===== config.mk =====
export PLATFORM = sky130hd
export DESIGN_NAME = utf16_to_utf8_transcoder
export DESIGN_NICKNAME = d
export VERILOG_FILES = /design/src/rtl/core/u16u8_pkg.sv /design/src/rtl/core/utf16_to_utf8_transcoder.sv
export SDC_FILE = /design/constraint.sdc
export NUM_CORES = 1
export LEC_CHECK = 0
export BUFFER_PORTS_ARGS = -buffer_cell sky130_fd_sc_hd__buf_4
export CAP_MARGIN = 25
export CELL_PAD_IN_SITES_DETAIL_PLACEMENT = 0
export CELL_PAD_IN_SITES_GLOBAL_PLACEMENT = 1
export CORE_UTILIZATION = 42
export CTS_CLUSTER_DIAMETER = 30
export DETAILED_ROUTE_END_ITERATION = 7
export GPL_ROUTABILITY_DRIVEN = 0
export GPL_TIMING_DRIVEN = 0
export PLACE_DENSITY_LB_ADDON = 0.1
export SLEW_MARGIN = 20
export SYNTH_ARGS = -nofsm -noshare
export SYNTH_HDL_FRONTEND = slang
export SYNTH_SLANG_ARGS = --single-unit

===== constraint.sdc =====
create_clock -name aclk -period 3.4 [get_ports aclk]
set_input_delay 0.85 -clock aclk [delete_from_list [all_inputs] [get_ports aclk]]
set_output_delay 0.85 -clock aclk [all_outputs]
set_load 0.1 [all_outputs]

===== src/rtl/core/u16u8_pkg.sv =====
package u16u8_pkg;

    // Error codes carried on the result channel.
    typedef enum logic [1:0] {
        ERR_NONE        = 2'd0,
        ERR_LONE_LOW    = 2'd1,
        ERR_HIGH_NO_LOW = 2'd2,
        ERR_HIGH_AT_END = 2'd3
    } err_kind_t;

    // Surrogate prefixes: the top six bits of a code unit.
    localparam logic [5:0] HIGH_SURR_PREFIX = 6'b110110;
    localparam logic [5:0] LOW_SURR_PREFIX  = 6'b110111;

    // Code point limits for the UTF-8 length classes.
    localparam logic [20:0] CP_ONE_BYTE_LIMIT = 21'h00080;
    localparam logic [20:0] CP_TWO_BYTE_LIMIT = 21'h00800;
    localparam logic [20:0] CP_SUPP_BASE      = 21'h10000;

    // UTF-8 lead and continuation markers.
    localparam logic [7:0] LEAD_TWO   = 8'hC0;
    localparam logic [7:0] LEAD_THREE = 8'hE0;
    localparam logic [7:0] LEAD_FOUR  = 8'hF0;
    localparam logic [7:0] CONT_MARK  = 8'h80;

    // Up to four bytes, first byte in slot 0, and the slot of the last byte.
    typedef struct packed {
        logic [3:0][7:0] bytes;
        logic [1:0]      last_idx;
    } u8_seq_t;

    // Encode one code point into its UTF-8 byte sequence.
    function automatic u8_seq_t encode_cp(input logic [20:0] cp);
        u8_seq_t seq;
        seq = '0;
        if (cp < CP_ONE_BYTE_LIMIT) begin
            seq.bytes[0] = {1'b0, cp[6:0]};
            seq.last_idx = 2'd0;
        end else if (cp < CP_TWO_BYTE_LIMIT) begin
            seq.bytes[0] = LEAD_TWO | {3'b000, cp[10:6]};
            seq.bytes[1] = CONT_MARK | {2'b00, cp[5:0]};
            seq.last_idx = 2'd1;
        end else if (cp < CP_SUPP_BASE) begin
            seq.bytes[0] = LEAD_THREE | {4'b0000, cp[15:12]};
            seq.bytes[1] = CONT_MARK | {2'b00, cp[11:6]};
            seq.bytes[2] = CONT_MARK | {2'b00, cp[5:0]};
            seq.last_idx = 2'd2;
        end else begin
            seq.bytes[0] = LEAD_FOUR | {5'b00000, cp[20:18]};
            seq.bytes[1] = CONT_MARK | {2'b00, cp[17:12]};
            seq.bytes[2] = CONT_MARK | {2'b00, cp[11:6]};
            seq.bytes[3] = CONT_MARK | {2'b00, cp[5:0]};
            seq.last_idx = 2'd3;
        end
        return seq;
    endfunction

endpackage


===== src/rtl/core/utf16_to_utf8_transcoder.sv =====
// The first byte of an item is registered and shown in the cycle after the item's input beat.
// An item yields 1 to 4 bytes, one per output beat, and holds the output until its last byte
// leaves; the next item is taken in the cycle that its predecessor's last byte leaves.
// Items that yield no byte (held high surrogate, dropped units) do not occupy the output buffer.
// Reset (aresetn low, synchronous) clears the byte order, surrogate and drop state
// and empties the output buffer.
module utf16_to_utf8_transcoder
    import u16u8_pkg::*;
(
    input  logic        aclk,
    input  logic        aresetn,
    input  logic        cfg_we,
    input  logic        cfg_wdata,
    input  logic        s_valid,
    output logic        s_ready,
    input  logic [15:0] s_code_unit,
    input  logic        s_string_end,
    output logic        m_valid,
    input  logic        m_ready,
    output logic [7:0]  m_utf8_byte,
    output logic        m_run_last,
    output logic [1:0]  m_error_kind,
    output logic        m_string_done
);

    // Configuration and decoder state.
    logic        big_endian_reg;
    logic [9:0]  held_high_reg, held_high_next;
    logic        high_pending_reg, high_pending_next;
    logic        dropping_reg, dropping_next;

    // Output buffer holding the byte sequence of one item.
    logic            buf_valid_reg, buf_valid_next;
    logic [3:0][7:0] bytes_reg, bytes_next;
    logic [1:0]      last_idx_reg, last_idx_next;
    logic [1:0]      idx_reg, idx_next;
    err_kind_t       err_reg, err_next;
    logic            done_reg, done_next;

    logic        in_beat;
    logic        out_beat;
    logic        out_last;
    logic [15:0] unit;
    logic        is_high;
    logic        is_low;
    logic        load;
    u8_seq_t     seq;
    err_kind_t   err_kind;
    logic [20:0] cp;

    // Handshake: a new item enters when the buffer is free or drains this cycle.
    assign out_last = (idx_reg == last_idx_reg);
    assign out_beat = buf_valid_reg && m_ready;
    assign s_ready  = !buf_valid_reg || (m_ready && out_last);
    assign in_beat  = s_valid && s_ready;

    // Byte order and surrogate classification of the incoming unit.
    assign unit    = big_endian_reg ? {s_code_unit[7:0], s_code_unit[15:8]} : s_code_unit;
    assign is_high = (unit[15:10] == HIGH_SURR_PREFIX);
    assign is_low  = (unit[15:10] == LOW_SURR_PREFIX);

    // Decode one unit against the held state and build its byte sequence.
    always_comb begin
        held_high_next    = held_high_reg;
        high_pending_next = high_pending_reg;
        dropping_next     = dropping_reg;
        load              = 1'b0;
        err_kind          = ERR_NONE;
        cp                = {5'd0, unit};
        seq               = encode_cp(cp);
        if (in_beat) begin
            if (dropping_reg) begin
                if (s_string_end) begin
                    dropping_next     = 1'b0;
                    high_pending_next = 1'b0;
                    held_high_next    = '0;
                end
            end else if (high_pending_reg) begin
                high_pending_next = 1'b0;
                held_high_next    = '0;
                load              = 1'b1;
                if (is_low) begin
                    cp  = {1'b0, held_high_reg, unit[9:0]} + CP_SUPP_BASE;
                    seq = encode_cp(cp);
                end else begin
                    err_kind      = ERR_HIGH_NO_LOW;
                    dropping_next = !s_string_end;
                end
            end else if (is_high) begin
                if (s_string_end) begin
                    load     = 1'b1;
                    err_kind = ERR_HIGH_AT_END;
                end else begin
                    held_high_next    = unit[9:0];
                    high_pending_next = 1'b1;
                end
            end else if (is_low) begin
                load          = 1'b1;
                err_kind      = ERR_LONE_LOW;
                dropping_next = !s_string_end;
            end else begin
                load = 1'b1;
            end
            // Error results carry a single zero byte.
            if (err_kind != ERR_NONE) begin
                seq = '0;
            end
        end
    end

    // Output buffer: load a new sequence or step to the next byte.
    always_comb begin
        buf_valid_next = buf_valid_reg;
        bytes_next     = bytes_reg;
        last_idx_next  = last_idx_reg;
        idx_next       = idx_reg;
        err_next       = err_reg;
        done_next      = done_reg;
        if (load) begin
            buf_valid_next = 1'b1;
            bytes_next     = seq.bytes;
            last_idx_next  = seq.last_idx;
            idx_next       = '0;
            err_next       = err_kind;
            done_next      = s_string_end;
        end else if (out_beat) begin
            if (out_last) begin
                buf_valid_next = 1'b0;
            end else begin
                idx_next = idx_reg + 2'd1;
            end
        end
    end

    // Control registers.
    always_ff @(posedge aclk) begin
        if (!aresetn) begin
            big_endian_reg   <= 1'b0;
            held_high_reg    <= '0;
            high_pending_reg <= 1'b0;
            dropping_reg     <= 1'b0;
            buf_valid_reg    <= 1'b0;
            idx_reg          <= '0;
        end else begin
            if (cfg_we) begin
                big_endian_reg <= cfg_wdata;
            end
            held_high_reg    <= held_high_next;
            high_pending_reg <= high_pending_next;
            dropping_reg     <= dropping_next;
            buf_valid_reg    <= buf_valid_next;
            idx_reg          <= idx_next;
        end
    end

    // Payload registers.
    always_ff @(posedge aclk) begin
        bytes_reg    <= bytes_next;
        last_idx_reg <= last_idx_next;
        err_reg      <= err_next;
        done_reg     <= done_next;
    end

    // Result channel.
    assign m_valid       = buf_valid_reg;
    assign m_utf8_byte   = bytes_reg[idx_reg];
    assign m_run_last    = out_last;
    assign m_error_kind  = err_reg;
    assign m_string_done = done_reg && out_last;

endmodule


== Yosys cells after proc, flatten, opt, wreduce, memory -nomap -nowiden ==
Cells that the tools add are included.

* Register bits after elaboration: 53
* Bits in latches: 0
* Memory bits (writable): 0
* Memory bits (read-only): 0
* Input port bits: 23
* Output and inout bits: 14
* Logic and storage cells: 92
* Memories: 0

* $add $sub $neg: 2
* Multipliers: 0
* Div/mod/pow operators: 0
* Order comparisons: 6
* Equal/unequal tests: 5
* Shift-type cells: 0
* Mux-type cells: 48
* Bitwise operators: 2
* Reductions and logical operators: 16

{| class="wikitable"
|+ Operator list
! cell !! number
|-
| $mux W34 || 5
|-
| $mux W10 || 7
|-
| $mux W16 || 4
|-
| $mux W24 || 2
|-
| $mux W8 || 3
|-
| $add A20 B17 Y21 const B || 1
|-
| $lt A21 B12 Y1 const B || 1
|-
| $lt A21 B17 Y1 const B || 1
|-
| $lt A21 B8 Y1 const B || 1
|-
| $mux W1 || 19
|-
| $mux W18 || 1
|-
| $bmux W8 S2 || 1
|-
| $lt A16 B12 Y1 const B || 1
|-
| $lt A16 B8 Y1 const B || 1
|-
| $eq A6 B6 Y1 const B || 2
|-
| $mux W2 || 6
|-
| $reduce_and A2 Y1 || 3
|-
| $reduce_bool A2 Y1 || 3
|-
| $logic_and A1 B1 Y1 || 4
|-
| $reduce_and A4 Y1 || 1
|-
| $lt A2 B3 Y1 const B || 1
|-
| $ne A3 B1 Y1 const B || 1
|-
| $reduce_bool A3 Y1 || 1
|-
| $add A2 B1 Y2 const B || 1
|-
| other kinds (6) || 8
|}

== Logic depth before layout (Yosys ltp) ==
* Word-level depth: 11
* Mapped depth: 8
* Depth with buffers taken out: 7

== Worst setup path after synthesis ==
Ideal clock, no wire load.

* Kind: register to register
* From: register last_idx_reg[1]
* To: register bytes_reg[0] (netlist name), enable pin
* Setup time: 437 ps
* Arrival time: 4053 ps
* Data required time: 2963 ps
* Slack: -1090 ps
* Cell stages (with the launch flop): 7
* Path buffers: 0
* Clock period less this slack: 4490 ps
* Cell sequence: edfxtp_1 -> xor2_1 -> nor2_2 -> a21boi_1 -> inv_2 -> nand3_1 -> a21oi_1

* Word-level cells in the longest chain between the ends: 5

{| class="wikitable"
|+ Ends and longest elaborated chain
! element !! line !! text
|-
| from (decl) || utf16_to_utf8_transcoder.sv:35 || <nowiki>logic [1:0] last_idx_reg, last_idx_next;</nowiki>
|-
| from (signal assigned) || utf16_to_utf8_transcoder.sv:159 || <nowiki>last_idx_reg <= last_idx_next;</nowiki>
|-
| $eq A2 B2 Y1 || utf16_to_utf8_transcoder.sv:52 || <nowiki>assign out_last = (idx_reg == last_idx_reg);</nowiki>
|-
| net m_run_last || utf16_to_utf8_transcoder.sv:21 || <nowiki>output logic m_run_last,</nowiki>
|-
| $logic_and A1 B1 Y1 || utf16_to_utf8_transcoder.sv:54 || <nowiki>assign s_ready = !buf_valid_reg || (m_ready && out_last);</nowiki>
|-
| $logic_or A1 B1 Y1 || utf16_to_utf8_transcoder.sv:54 ||
|-
| net s_ready || utf16_to_utf8_transcoder.sv:15 || <nowiki>output logic s_ready,</nowiki>
|-
| $logic_and A1 B1 Y1 || utf16_to_utf8_transcoder.sv:55 || <nowiki>assign in_beat = s_valid && s_ready;</nowiki>
|-
| $mux W1 || utf16_to_utf8_transcoder.sv:71 || <nowiki>if (in_beat) begin</nowiki>
|-
| to (signal assigned) || utf16_to_utf8_transcoder.sv:158 || <nowiki>bytes_reg <= bytes_next;</nowiki>
|-
| to (decl) || utf16_to_utf8_transcoder.sv:34 || <nowiki>logic [3:0][7:0] bytes_reg, bytes_next;</nowiki>
|}

The timed path passes the listed nets, and every way through them passes these cells.
A chain may end at the register's enable or synchronous reset.

== Worst setup path after layout ==
* From: register idx_reg[0]
* To: output m_utf8_byte[2]

* Word-level cells in the longest chain between the ends: 2

{| class="wikitable"
|+ Ends and longest elaborated chain
! element !! line !! text
|-
| from (decl) || utf16_to_utf8_transcoder.sv:36 || <nowiki>logic [1:0] idx_reg, idx_next;</nowiki>
|-
| from (signal assigned) || utf16_to_utf8_transcoder.sv:152 || <nowiki>idx_reg <= idx_next;</nowiki>
|-
| $bmux W8 S2 || utf16_to_utf8_transcoder.sv:166 || <nowiki>assign m_utf8_byte = bytes_reg[idx_reg];</nowiki>
|-
| $mux W8 (implied by the code) || utf16_to_utf8_transcoder.sv:166 ||
|-
| to (decl) || utf16_to_utf8_transcoder.sv:20 || <nowiki>output logic [7:0] m_utf8_byte,</nowiki>
|}

No other way between the ends. The select of a mux whose other input is x is not followed.

==> summary.txt <==
Logic synthesis
  • Main synth FF type: edfxtp_1
  • Post-Synthesis Cells: roughly 350
  • Netlist cell types: 65
  • Syn Area/Cell: 9.62 um2
  • Synth top cells by count: a21oi_1, edfxtp_1, nor2_1, o21ai_0, mux2i_1
  • Post-synthesis sequential area ratio: 37.6%
  • Synth area leader: edfxtp_1
  • Synth Warn #: 0
  • Synthesized area: approximately 3400 um2
  • Synth Register Bits: 48
  • Number of synthesized flops with an enable pin: 32
  • Post-synth net total: 378
  • Synth top area cells: edfxtp_1, dfxtp_1, mux2i_1, a21oi_1, mux2_2
  • Count leader, synth: a21oi_1
  • Post-synth top area share: 28.2%
  • Ys async rst share: 0%

STA
  • Worst hold slack: 0.537 ns
  • Final Skew: 0.0126 ns
  • Fin. Hold Viols: 0
  • Final setup TNS: 0 ns
  • Achievable frequency: 345 MHz
  • Worst Tran Pin Value: roughly 0.74 ns
  • Final worst path period need: 2.90 ns
  • Count of pins over their slew limit: 0
  • Period utilization: 85.4%
  • Setup ws final: 0.498 ns
  • Final setup fails: 0
  • RSZ-0062 raised after global routing: false
  • Max-slew headroom: roughly half

Power and ir drop
  • Static leakage: 0.00136 uW
  • Sequential Power Share: between 40% and 50%
  • Sw Share: 30.1%
  • Power per standard cell area: 382 nW/um2
  • P_sw: 458 uW
  • Internal Power: 1070 uW
  • Power consumption: roughly 1500 uW
  • Max VDD drop: approximately 150 uV
  • Clock network power share: 32.4%
  • Comb pwr share: 23.7%

Run status
  • Status: finished clean

Floorplan
  • DIE HEIGHT: 92.0 um
  • Initial Util: 43.8%
  • DIE AREA: around 8500 um2
  • Core Region: between 7000 and 8000 um2
  • # rows: 32
  • Die X-Extent: 92.0 um
  • Io pins: 37

Clock tree
  • Hold buffer count at CTS: 0
  • Clock root cell: clkbuf_8
  • Cts bufs inserted: 5
  • Clock tree buffer depth: 2
  • Worst skew pair latency: between 0.3 and 0.4 ns
  • Clock slew at reported path FFs: around 0.090 ns
  • # Post-CTS Setup Buffers: 0
  • Cts repair resizes: 0
  • Clock sinks: 48
  • CTS tree: built
  • H-tree levels: 2

Global routing
  • GRT Total Usage: 25.7%
  • Largest net degree at the start of global routing: 36
  • Gr ovfl total: 0
  • Vias in the first global route: 2947
  • First-pass GRT wire length: 16600 um
  • Initial antenna violation count: 0

Placement
  • Dpl cells: around 490
  • HPWL Detailed: 7990 um
  • Port buffer count: 36
  • Pre-CTS setup slack: about 0.56 ns

Worst setup path
  • FF-to-FF path depth: 7
  • Buf+Inv Stages, Crit Path: 2
  • Startpoint Class: flop
  • Critical Path AT: 2.05 ns
  • CP Max Fanout: 10
  • CP delay by family, top: buffers and inverters
  • CP max stage cell: mux4_2
  • Critical Path End Type: output port
  • CP Depth: 3
  • Worst-path cell chain: buf_1 -> mux4_2 -> buf_4
  • Req. time, crit path: around 2.6 ns
  • Biggest cell delay along the critical path: 0.58 ns
  • CP Class: flop to output port

Route
  • DRT iter0 DRCs: 471
  • Total Routed Length: between 10000 and 15000 um
  • Remaining antenna violation count: 0
  • DRC: 0
  • First-pass DRT Iterations: 6
  • Via density: about 6.5
  • Wirelength per Cell: 21.0 um
  • Vias post-DR: 3256

Min path
  • Hold Path Class: flop to flop
  • Hold Crit Depth: 2

Flow run
  • Max Cap Viol: 0

Layout
  • Post-route insts no fill: about 500
  • Fillers: roughly 770
  • Synth-to-layout area growth: 17.0%
  • N_diodes: 0
  • Flip-flop count of the largest register after layout: 27
  • Final nets: 422
  • Layout cell share with drive strength beyond 1: around a quarter
==> stage by stage <==
stage	cell area, um2	utilization (%)
floorplan	3430	-
detailed placement	3820	49.2
CTS	3960	50.9
finish	3980	51.3
global placement	3820	49.2
global route	3980	51.3
==> final timing paths <==
path                                       start                to  slack [ns]
worst max-delay path                  idx_reg[0]    m_utf8_byte[2]        0.50
worst min-delay path            held_high_reg[7]  held_high_reg[7]        0.54
worst max register to register  held_high_reg[7]     bytes_reg[19]        0.85
worst min register to register  held_high_reg[7]  held_high_reg[7]        0.54
==> tightest hold or removal path, stage by stage (launching register included) <==
cell,delay (ns)
dfxtp_1,0.35
o21ai_0,0.08
a21oi_1,0.06
==> power by group through the flow <==
stage | Clock, uW | Sequential [uW] | Combinational, uW
finish | 494 | 668 | 361
global route | 522 | 672 | 378
CTS | 502 | 670 | 348
detailed placement | 0 | 683 | 346
global placement | 0 | 681 | 348
floorplan | 0 | 696 | 226
==> layer usage <==
layer  share of wire (%)  vias up  GRT usage (%)
met5                   0        -              0
met4                 2.2        0           7.42
met3                 7.6       29           4.48
met2                  45      168           40.5
met1                  45     1569           35.9
li1                    -     1490              -
==> area by class of cell <==
cell class                      count  area (um2)  area share [%]
Multi-Input combinational cell    277        2010            50.4
Sequential cell                    48        1280            32.2
Timing Repair Buffer               37         298            7.47
Tap cell                          102         128            3.20
Buffer                             20         104            2.61
Clock buffer                        6        72.6            1.82
Clock inverter                      2        60.1            1.51
Inverter                            9        33.8           0.848
==> cell families (layout without fill, tap and decap cells) <==
| kind of cell | count (synthesis) | in the layout | synth area share (%) |
|---|---|---|---|
| flops | 48 | 48 | 37.6 |
| fa+ha+maj | 1 | 1 | 0.367 |
| compound gates | 119 | 119 | 23.7 |
| buf+inv | 29 | 74 | 4.04 |
| xor+xnor | 5 | 5 | 1.29 |
| mux | 35 | 35 | 12.9 |
| simple gates | 117 | 117 | 20.0 |
==> cell usage in the layout (no fill, tap or decap), types with 3 or more instances in the layout <==
cell type / instances
a21oi_1: 32
buf_6: 3
clkbuf_1: 12
nand2_1: 15
or4_4: 3
a32oi_1: 6
nand2b_1: 7
o31ai_1: 3
o221ai_1: 4
edfxtp_1: 32
nand4_1: 12
buf_2: 5
nor3b_1: 3
clkbuf_8: 5
mux4_2: 6
o21ai_0: 18
a221oi_1: 6
o21a_1: 4
a211oi_1: 8
dfxtp_1: 16
mux2i_1: 17
mux2_2: 12
a21o_1: 3
and2_1: 3
o211ai_1: 4
buf_4: 36
nor3_1: 14
o21ai_1: 5
o22ai_1: 7
nand3_1: 13
nor2_1: 21
nor4_1: 7
inv_1: 8
xor2_1: 3
Note: power is estimated with default switching activity, not from simulation.
